### config.mk
export PLATFORM = sky130hd
export DESIGN_NAME = ogrc_walker
export DESIGN_NICKNAME = d
export VERILOG_FILES = /design/src/sv/ogrc_pkg.sv /design/src/sv/ogrc_walker.sv
export SDC_FILE = /design/constraint.sdc
export NUM_CORES = 1
export LEC_CHECK = 0
export BUFFER_PORTS_ARGS = -buffer_cell sky130_fd_sc_hd__buf_2
export CAP_MARGIN = 20
export CORE_MARGIN = 3
export CORE_UTILIZATION = 35
export CTS_CLUSTER_SIZE = 25
export DETAILED_ROUTE_END_ITERATION = 16
export GPL_TIMING_DRIVEN = 0
export PLACE_DENSITY = 0.6
export SLEW_MARGIN = 20
export SYNTH_ARGS = -nofsm -noshare
export SYNTH_HDL_FRONTEND = slang
export SYNTH_SLANG_ARGS = --single-unit
export TNS_END_PERCENT = 100
### constraint.sdc
create_clock -name clk_i -period 4 [get_ports clk_i]
set_clock_uncertainty 0.2 [all_clocks]
set_input_delay 0.2 -clock clk_i [delete_from_list [all_inputs] [get_ports clk_i]]
set_output_delay 0.2 -clock clk_i [all_outputs]
set_load 0.01 [all_outputs]
### src/sv/ogrc_pkg.sv
// ogrc_pkg: shared types, register codes and direction tables for the occupancy grid ray caster
// no dependencies; imported by ogrc_walker and the top level, not by ogrc_grid_mem

package ogrc_pkg;

  localparam int unsigned DEF_GRID_WIDTH  = 256;
  localparam int unsigned DEF_GRID_HEIGHT = 256;
  localparam int unsigned DEF_MAX_STEPS   = 255;

  localparam int unsigned REG_IDX_W = 1;
  localparam logic [REG_IDX_W-1:0] REG_CELL_SIZE = 1'd0;
  localparam logic [REG_IDX_W-1:0] REG_MAX_RANGE = 1'd1;

  localparam logic [9:0]  RST_CELL_SIZE = 10'd50;
  localparam logic [15:0] RST_MAX_RANGE = 16'd5000;

  localparam logic KIND_WRITE = 1'b0;
  localparam logic KIND_CAST  = 1'b1;

  typedef enum logic [1:0] {
    ST_CLEAR,
    ST_IDLE,
    ST_CAST
  } ogrc_state_e;

  typedef struct packed {
    logic        fin;
    logic [15:0] range_mm;
    logic [7:0]  steps;
    logic        hit;
    logic        left_grid;
  } ogrc_res_t;

  // quarter-wave sine, q1.14, 64 steps per quarter turn
  function automatic logic [14:0] sin_rom(input logic [6:0] k);
    logic [14:0] v;
    case (k)
      7'd0:  v = 15'd0;     7'd1:  v = 15'd402;   7'd2:  v = 15'd804;   7'd3:  v = 15'd1205;
      7'd4:  v = 15'd1606;  7'd5:  v = 15'd2006;  7'd6:  v = 15'd2404;  7'd7:  v = 15'd2801;
      7'd8:  v = 15'd3196;  7'd9:  v = 15'd3590;  7'd10: v = 15'd3981;  7'd11: v = 15'd4370;
      7'd12: v = 15'd4756;  7'd13: v = 15'd5139;  7'd14: v = 15'd5520;  7'd15: v = 15'd5897;
      7'd16: v = 15'd6270;  7'd17: v = 15'd6639;  7'd18: v = 15'd7005;  7'd19: v = 15'd7366;
      7'd20: v = 15'd7723;  7'd21: v = 15'd8076;  7'd22: v = 15'd8423;  7'd23: v = 15'd8765;
      7'd24: v = 15'd9102;  7'd25: v = 15'd9434;  7'd26: v = 15'd9760;  7'd27: v = 15'd10080;
      7'd28: v = 15'd10394; 7'd29: v = 15'd10702; 7'd30: v = 15'd11003; 7'd31: v = 15'd11297;
      7'd32: v = 15'd11585; 7'd33: v = 15'd11866; 7'd34: v = 15'd12140; 7'd35: v = 15'd12406;
      7'd36: v = 15'd12665; 7'd37: v = 15'd12916; 7'd38: v = 15'd13160; 7'd39: v = 15'd13395;
      7'd40: v = 15'd13623; 7'd41: v = 15'd13842; 7'd42: v = 15'd14053; 7'd43: v = 15'd14256;
      7'd44: v = 15'd14449; 7'd45: v = 15'd14635; 7'd46: v = 15'd14811; 7'd47: v = 15'd14978;
      7'd48: v = 15'd15137; 7'd49: v = 15'd15286; 7'd50: v = 15'd15426; 7'd51: v = 15'd15557;
      7'd52: v = 15'd15679; 7'd53: v = 15'd15791; 7'd54: v = 15'd15893; 7'd55: v = 15'd15986;
      7'd56: v = 15'd16069; 7'd57: v = 15'd16143; 7'd58: v = 15'd16207; 7'd59: v = 15'd16261;
      7'd60: v = 15'd16305; 7'd61: v = 15'd16340; 7'd62: v = 15'd16364; 7'd63: v = 15'd16379;
      7'd64: v = 15'd16384;
      default: v = 15'd0;
    endcase
    return v;
  endfunction

  // sine of a direction in 256ths of a turn, q1.14
  function automatic logic signed [15:0] dir_sine(input logic [7:0] a);
    logic [6:0]         idx;
    logic signed [15:0] v;
    idx = a[6] ? 7'd64 - {1'b0, a[5:0]} : {1'b0, a[5:0]};
    v   = signed'({1'b0, sin_rom(idx)});
    return a[7] ? -v : v;
  endfunction

endpackage

### src/sv/ogrc_walker.sv
// ogrc_walker: ray march engine, issues one grid read per cycle while run_i is high and evaluates the previous one
// depends on ogrc_pkg (direction sine, result struct)

module ogrc_walker import ogrc_pkg::*; #(
  parameter int unsigned GRID_WIDTH  = DEF_GRID_WIDTH,
  parameter int unsigned GRID_HEIGHT = DEF_GRID_HEIGHT,
  parameter int unsigned MAX_STEPS   = DEF_MAX_STEPS,
  localparam int unsigned XW = $clog2(GRID_WIDTH),
  localparam int unsigned YW = $clog2(GRID_HEIGHT)
) (
  input  logic            clk_i,
  input  logic            rst_ni,
  input  logic            launch_i,
  input  logic            run_i,
  input  logic [15:0]     start_x_i,
  input  logic [15:0]     start_y_i,
  input  logic [15:0]     heading_i,
  input  logic [9:0]      cell_size_i,
  input  logic [15:0]     max_range_i,
  input  logic            rd_data_i,
  output logic [XW+YW-1:0] rd_addr_o,
  output ogrc_res_t       res_o
);

  localparam int unsigned SW    = $clog2(MAX_STEPS + 1);
  localparam int unsigned DW    = $clog2(MAX_STEPS * 1024 + 1);
  localparam int unsigned POS_W = $clog2(2**24 + (MAX_STEPS + 2) * 65536) + 1;
  localparam int unsigned CW    = POS_W - 17;

  logic signed [POS_W-1:0] pos_x_q, pos_x_d, pos_y_q, pos_y_d;
  logic signed [17:0]      dx_q, dx_d, dy_q, dy_d;
  logic                    ev_valid_q, ev_valid_d;
  logic                    ev_out_q, ev_out_d;
  logic [SW-1:0]           s_q, s_d, s_nxt;
  logic [DW-1:0]           dist_q, dist_d, dist_nxt;
  logic                    left_q, left_d, left_w;
  logic [CW-1:0]           cx, cy;
  logic                    out_now, occ;
  logic signed [15:0]      sin_x, sin_y;
  logic [7:0]              s_sat, s_nxt_sat;

  // cell under the issue position
  assign cx        = pos_x_q[POS_W-2:16];
  assign cy        = pos_y_q[POS_W-2:16];
  assign out_now   = pos_x_q[POS_W-1] || pos_y_q[POS_W-1] ||
                     (32'(cx) >= GRID_WIDTH) || (32'(cy) >= GRID_HEIGHT);
  assign rd_addr_o = {XW'(cx), YW'(cy)};

  assign sin_x = dir_sine(heading_i[15:8] + 8'd64);
  assign sin_y = dir_sine(heading_i[15:8]);

  assign occ       = rd_data_i && !ev_out_q;
  assign left_w    = left_q || ev_out_q;
  assign s_nxt     = s_q + SW'(1);
  assign dist_nxt  = dist_q + DW'(cell_size_i);
  assign s_sat     = (32'(s_q) > 255) ? 8'hFF : 8'(s_q);
  assign s_nxt_sat = (32'(s_nxt) > 255) ? 8'hFF : 8'(s_nxt);

  always_comb begin
    pos_x_d    = pos_x_q;
    pos_y_d    = pos_y_q;
    dx_d       = dx_q;
    dy_d       = dy_q;
    ev_valid_d = ev_valid_q;
    ev_out_d   = ev_out_q;
    s_d        = s_q;
    dist_d     = dist_q;
    left_d     = left_q;
    res_o      = '0;
    res_o.left_grid = left_w;
    if (launch_i) begin
      pos_x_d    = signed'(POS_W'({start_x_i, 8'h00}));
      pos_y_d    = signed'(POS_W'({start_y_i, 8'h00}));
      dx_d       = signed'({sin_x, 2'b00});
      dy_d       = signed'({sin_y, 2'b00});
      ev_valid_d = 1'b0;
      s_d        = '0;
      dist_d     = '0;
      left_d     = 1'b0;
    end else if (run_i) begin
      pos_x_d    = pos_x_q + POS_W'(dx_q);
      pos_y_d    = pos_y_q + POS_W'(dy_q);
      ev_out_d   = out_now;
      ev_valid_d = 1'b1;
      if (ev_valid_q) begin
        left_d = left_w;
        if (occ) begin
          res_o.fin      = 1'b1;
          res_o.hit      = 1'b1;
          res_o.range_mm = 16'(dist_q);
          res_o.steps    = s_sat;
        end else if (s_q >= SW'(MAX_STEPS)) begin
          res_o.fin      = 1'b1;
          res_o.range_mm = max_range_i;
          res_o.steps    = s_sat;
        end else begin
          s_d    = s_nxt;
          dist_d = dist_nxt;
          if (32'(dist_nxt) > 32'(max_range_i)) begin
            res_o.fin      = 1'b1;
            res_o.range_mm = max_range_i;
            res_o.steps    = s_nxt_sat;
          end
        end
      end
    end
  end

  always_ff @(posedge clk_i or negedge rst_ni) begin
    if (!rst_ni) begin
      ev_valid_q <= 1'b0;
    end else begin
      ev_valid_q <= ev_valid_d;
    end
  end

  always_ff @(posedge clk_i) begin
    pos_x_q  <= pos_x_d;
    pos_y_q  <= pos_y_d;
    dx_q     <= dx_d;
    dy_q     <= dy_d;
    ev_out_q <= ev_out_d;
    s_q      <= s_d;
    dist_q   <= dist_d;
    left_q   <= left_d;
  end

  a_fresh_start: assert property (@(posedge clk_i) disable iff (!rst_ni)
    $rose(run_i) |-> !ev_valid_q)
    else $error("stale read evaluated at start of cast");

  a_step_bound: assert property (@(posedge clk_i) disable iff (!rst_ni)
    run_i && ev_valid_q |-> 32'(s_q) <= MAX_STEPS)
    else $error("step counter beyond limit");

endmodule

Yosys cells after proc, flatten, opt, wreduce, memory -nomap -nowiden
Memories as Yosys holds them, arrays and structs flattened. Index checks and enable logic that the tools add are counted.

Order comparisons: 4. Bitwise logic cells: 3. Multiplexer cells: 17. Add/sub/neg operators: 9. Reduce and logical (&&, ||, !) cells: 10.

Operator list (count): $mux W24 (4); $mux W26 (3); $mux W25 (3); $add A27 B18 Y27 (2); $neg A15 Y16 (2); $mux W15 (2); $ge A10 B9 Y1 const B (2); $add A18 B10 Y18 (1); $gt A18 B16 Y1 (1); $mux W7 (2); $sub A7 B6 Y7 const A (2); $add A8 B1 Y8 const B (1); $add A8 B7 Y8 const B (1); $ge A8 B8 Y1 const B (1); $logic_or A1 B1 Y1 (4); $reduce_and A2 Y1 (2); $reduce_and A4 Y1 (1); $mux W1 (3); $not A1 Y1 (3); $reduce_bool A2 Y1 (1); $logic_and A1 B1 Y1 (1); $logic_not A1 Y1 (1).

Input port bits: 79. Bits in registers: 115. Memory bits (read-only): 3840. Memories: 2.

Memories: (no name shown) (depth 128, bits a word 15, rd ports 1, clocked after memory_dff 0, wr ports 0, line ogrc_pkg.sv:37) `case (k)`; (no name shown) (depth 128, bits a word 15, rd ports 1, clocked after memory_dff 0, wr ports 0, line ogrc_pkg.sv:37).

Depth between registers and ports, before layout
Depth in word-level cells: 8. Mapped depth: 21. Gate-level depth less buffers: 18.

Least setup slack after synthesis
Ideal clock, no wire load.

Kind: input to register. Start: input port heading_i[8]. End: register dy_q[14], data pin. Setup time: 259 ps. Data required time: 3541 ps. Cell stages on the path: 17. Path buffers: 1. Data arrival time: 4013 ps. Setup slack: -471 ps. Path through: buf_2 -> clkinv_1 -> ha_1 -> nand2_1 -> o21ai_1 -> inv_1 -> ha_1 -> a22o_1 -> a2111oi_0 -> nor4_1 -> a311o_1 -> nand2_1 -> ha_1 -> inv_1 -> a31oi_1 -> a21boi_0 -> a211o_1.

Cells in the longest elaborated chain, start to end: 5.

Ends and longest elaborated chain: start: declaration (line ogrc_walker.sv:17) `input logic [15:0] heading_i,`; $sub A7 B6 Y7 (line ogrc_pkg.sv:64) `idx = a[6] ? 7'd64 - {1'b0, a[5:0]} : {1'b0, a[5:0]};`; $mux W7 (*) (line ogrc_pkg.sv:64); $mem_v2 Z128 W15 (*); $neg A15 Y16 (line ogrc_pkg.sv:66) `return a[7] ? -v : v;`; $mux W15 (*) (line ogrc_pkg.sv:66); via sin_y[12] (line ogrc_walker.sv:39) `logic signed [15:0] sin_x, sin_y;`; end signal: assignment (line ogrc_walker.sv:121) `dy_q <= dy_d;`; end: declaration (line ogrc_walker.sv:31) `logic signed [17:0] dx_q, dx_d, dy_q, dy_d;`.

Mark *: on every way through the listed nets, which the timed path passes. The rest lies on a longest branch. A chain may end at the register's enable or synchronous reset.

==> results.yml <==
layout:
  layout.nets: 1962
  fillCellCount: 3639
  seq_area_um2: 2880
  layout_commonest_cell: "buf_2"
  syn2layout_area_growth_pct: 19.2
  diodes: 0
  drive_gt1_share_pct: 20.4
  final_cell_mix: "buf_2, nand2_1, nor2_1"
  multi_input_area_um2: 9420
synthesis:
  synth-edff-count: 65
  synthArstFlopShare_pct: 0.901
  seq_area_frac_synth_pct: 22.4
  ys_ff_latch: 111
  syn_inst: 1605
  netlist_area_um2: 12800
  synthFlopType: "edfxtp_1"
  synthesis.nets: 1785
  synth_cell_type_count: 111
  yosysWarnings: 0
  avgSynthCellArea_um2: 7.99
floorplan:
  io_pins: 122
  core_area_um2: 35800
  rows: 69
  die_h_um: 197
  die_x_um: 197
  die_area_um2: 39000
  start_util_pct: 35.8
worst_setup_path:
  critical_path_class: "reg2out"
  crit_fanout: 7
  worstSetupEndpointType: "output port"
  cp_cell_sequence: "ha_4, fa_2, a21o_1, a21oi_2, o21bai_2, a2111oi_4, or4_4, o21ai_4, xor2_1, ha_1, nor2b_4, o21ai_2, o211ai_1, o21ai_2, nand3_2, nor3_4, buf_6, buf_8, a211oi_4, buf_2"
  cp-start-kind: "register"
  crit_family: "compound AO/OA/AOI/OAI gates"
  critPathArrivalTime_ns: 4.35
  critical-path-slowest-cell: "a2111oi_4"
  critPathBufInv: 3
  critPathMostFrequentCell: "o21ai_2"
  max_stage_delay_ns: 0.41
  worstPathRequired_ns: 3.60
cts:
  clk_pin_slew_worst_paths_ns: 0.07
  htree_levels: 3
  clk_latency_ns: 0.35
  cts_max_path_buffers: 2
  cts_sinks: 111
  cts_made_buffers: 9
  cts_tree: "built"
  cts_root_buf: "clkbuf_16"
drt:
  wire_per_inst_um: 19.7
  dr.first_iter.drc_count: 1326
  dr_total_vias: 13483
  ant_nets: 0
  drcViolationCount: 0
  vias_per_cell: 6.00
  wl_um: 44200
  first_pass_iters: 6
power_and_ir_drop:
  power_leakage_nw: 6.14
  power_mw: 5.11
  p_per_area_nw_per_um2: 334
  vdd_ir_drop_max_mv: 0.201
timing:
  rsz0062_at_grt: "yes"
  finalSetupViolations: 25
  relSlewSlack_pct: 36.0
  fmax_ghz: 0.210
  tightest_slew_ns: 0.953
  finalMaxSlewViolations: 0
  final.min_clock_period_ns: 4.75
  finalCritPeriodShare_pct: 119
  hold_violations: 0
  whs_ns: 0.0539
  setup_ws_ns: -0.754
job:
  drv_cap: 0
placement:
  gp_congestion: 0.957
  io_buffers: 109
  dp_hpwl_um: 33100
run_status:
  violations: "setup timing"
  status: "complete, but fails checks"
hold_path:
  hold_class: "in2reg"
global_routing:
  overflow: 0
  grt_pass1_wl_um: 68300
  grt_max_degree: 35
  grt_pass1_vias: 12574
  grt.total_usage_pct: 21.5
  antenna_found_initial: 0
power breakdown:
part	total [mW]	switching, mW	internal (mW)	leakage, nW
Combinational	2.72	1.56	1.15	4.96
Clock	0.862	0.420	0.442	0.140
Sequential	1.53	0.0999	1.43	1.04
metrics by stage:
step | area [um^2] | util (%) | instances | TNS (ns) | setup slack [ns]
floorplan | 12900 | - | 1605 | -0.000973 | -0.000973
global placement | 14000 | 39.0 | 2175 | -61.46 | -1.80
detailed placement | 14000 | 39.0 | 2175 | -61.32 | -1.73
CTS | 14900 | 41.6 | 2236 | -16.62 | -0.758
global route | 15300 | 42.7 | 2248 | -22.75 | -0.948
finish | 15300 | 42.7 | 2248 | -17.69 | -0.754
Yosys cell counts, types with 11 or more instances:
cell         n  area share, %
o2111ai_1   13           0.89
buf_2       35            1.4
a31oi_1     27            1.3
o22ai_1     16           0.78
or3_1       17           0.83
nor3_1      43            1.7
nand2_1    131            3.8
or2_2       13           0.63
nand3_1     60            2.3
o31ai_1     13           0.76
ha_1        98            9.6
edfxtp_1    65             15
a21o_1      33            1.9
nor2b_1     26            1.3
and3_1      13           0.63
a21oi_1    117            4.6
clkbuf_1    50            1.5
nand4_1     11           0.54
buf_1       13           0.38
o211ai_1    30            1.8
dfxtp_1     45            7.0
xor2_1      37            2.5
a22o_1      33            2.3
buf_4       27            1.6
o21a_1      17            1.0
xnor2_1     59            4.0
inv_1       59            1.7
o21ai_0     92            3.6
mux2i_1     13            1.0
nand2b_1    14           0.68
a211oi_1    35            2.0
a2111oi_0   13           0.89
a32oi_1     21            1.4
nor2_1     118            3.5
registers in the layout, summed over array words and instances, names as in the netlist:
| register | count |
|---|---|
| dist_q | 18 |
| dx_q | 16 |
| dy_q | 16 |
| ev_out_q | 1 |
| ev_valid_q | 1 |
| left_q | 1 |
| pos_x_q | 25 |
| pos_y_q | 25 |
| s_q | 8 |
final cells by class:
| cell class | count | share of cell area [%] |
|---|---|---|
| Inverter | 63 | 1.65 |
| Buffer | 129 | 4.87 |
| Sequential cell | 111 | 18.9 |
| Clock buffer | 11 | 1.59 |
| Timing Repair Buffer | 171 | 7.42 |
| Clock inverter | 5 | 0.213 |
| Multi-Input combinational cell | 1297 | 61.6 |
| Tap cell | 461 | 3.77 |
worst register-to-register path, stage by stage (launching register included):
cell	delay (ns)
edfxtp_1	0.37
ha_1	0.21
inv_1	0.07
fa_1	0.18
nor2b_1	0.08
o31ai_1	0.32
a211oi_1	0.16
or2_2	0.35
o41ai_2	0.46
o21ai_0	0.29
a31oi_1	0.27
mux2i_1	0.25
mux2_2	0.35
layer usage:
| metal | GRT usage [%] | wire [um] |
|---|---|---|
| met4 | 5.76 | 886 |
| met3 | 2.05 | 2840 |
| met2 | 34.7 | 20100 |
| met5 | 0 | 0 |
| met1 | 30.8 | 20300 |
worst paths after layout:
kind                       slack (ns)  cells after the start                  endpoint                    start
hold reg to reg                  0.27                      2   pos_x_q[6]$_SDFFE_PP0P_  pos_x_q[6]$_SDFFE_PP0P_
setup / recovery                -0.75                     20                 res_o[20]   dist_q[0]$_SDFFE_PP0P_
setup reg to reg                 0.35                     12  pos_y_q[26]$_SDFFE_PP0P_        dy_q[2]$_DFFE_PP_
max in group asynchronous        2.99                      3    ev_valid_q$_DFFE_PN0P_                   rst_ni
min in group asynchronous        0.49                      3    ev_valid_q$_DFFE_PN0P_                   rst_ni
hold / removal                   0.05                      4    dist_q[0]$_SDFFE_PP0P_           cell_size_i[0]
cell families after synthesis:
family / share of synthesized area (%)
AOI/OAI and AO/OA: 32.5
xor gates and xnor gates: 6.90
adders and majority gates: 10.0
buffers and inverters: 7.49
DFF: 22.4
muxes: 1.45
and+or+nand+nor: 19.1
what timing repair did:
item / in CTS / in global routing
gates resized for setup: 54 / 71
hold buffers: 34 / 0
gates cloned: 0 / 2
pin swaps: 15 / 33
endpoints found under the hold margin: 33 / 0
setup buffers: 14 / 13
setup endpoints to repair: 57 / 44
(Power assumes the default switching activity.)
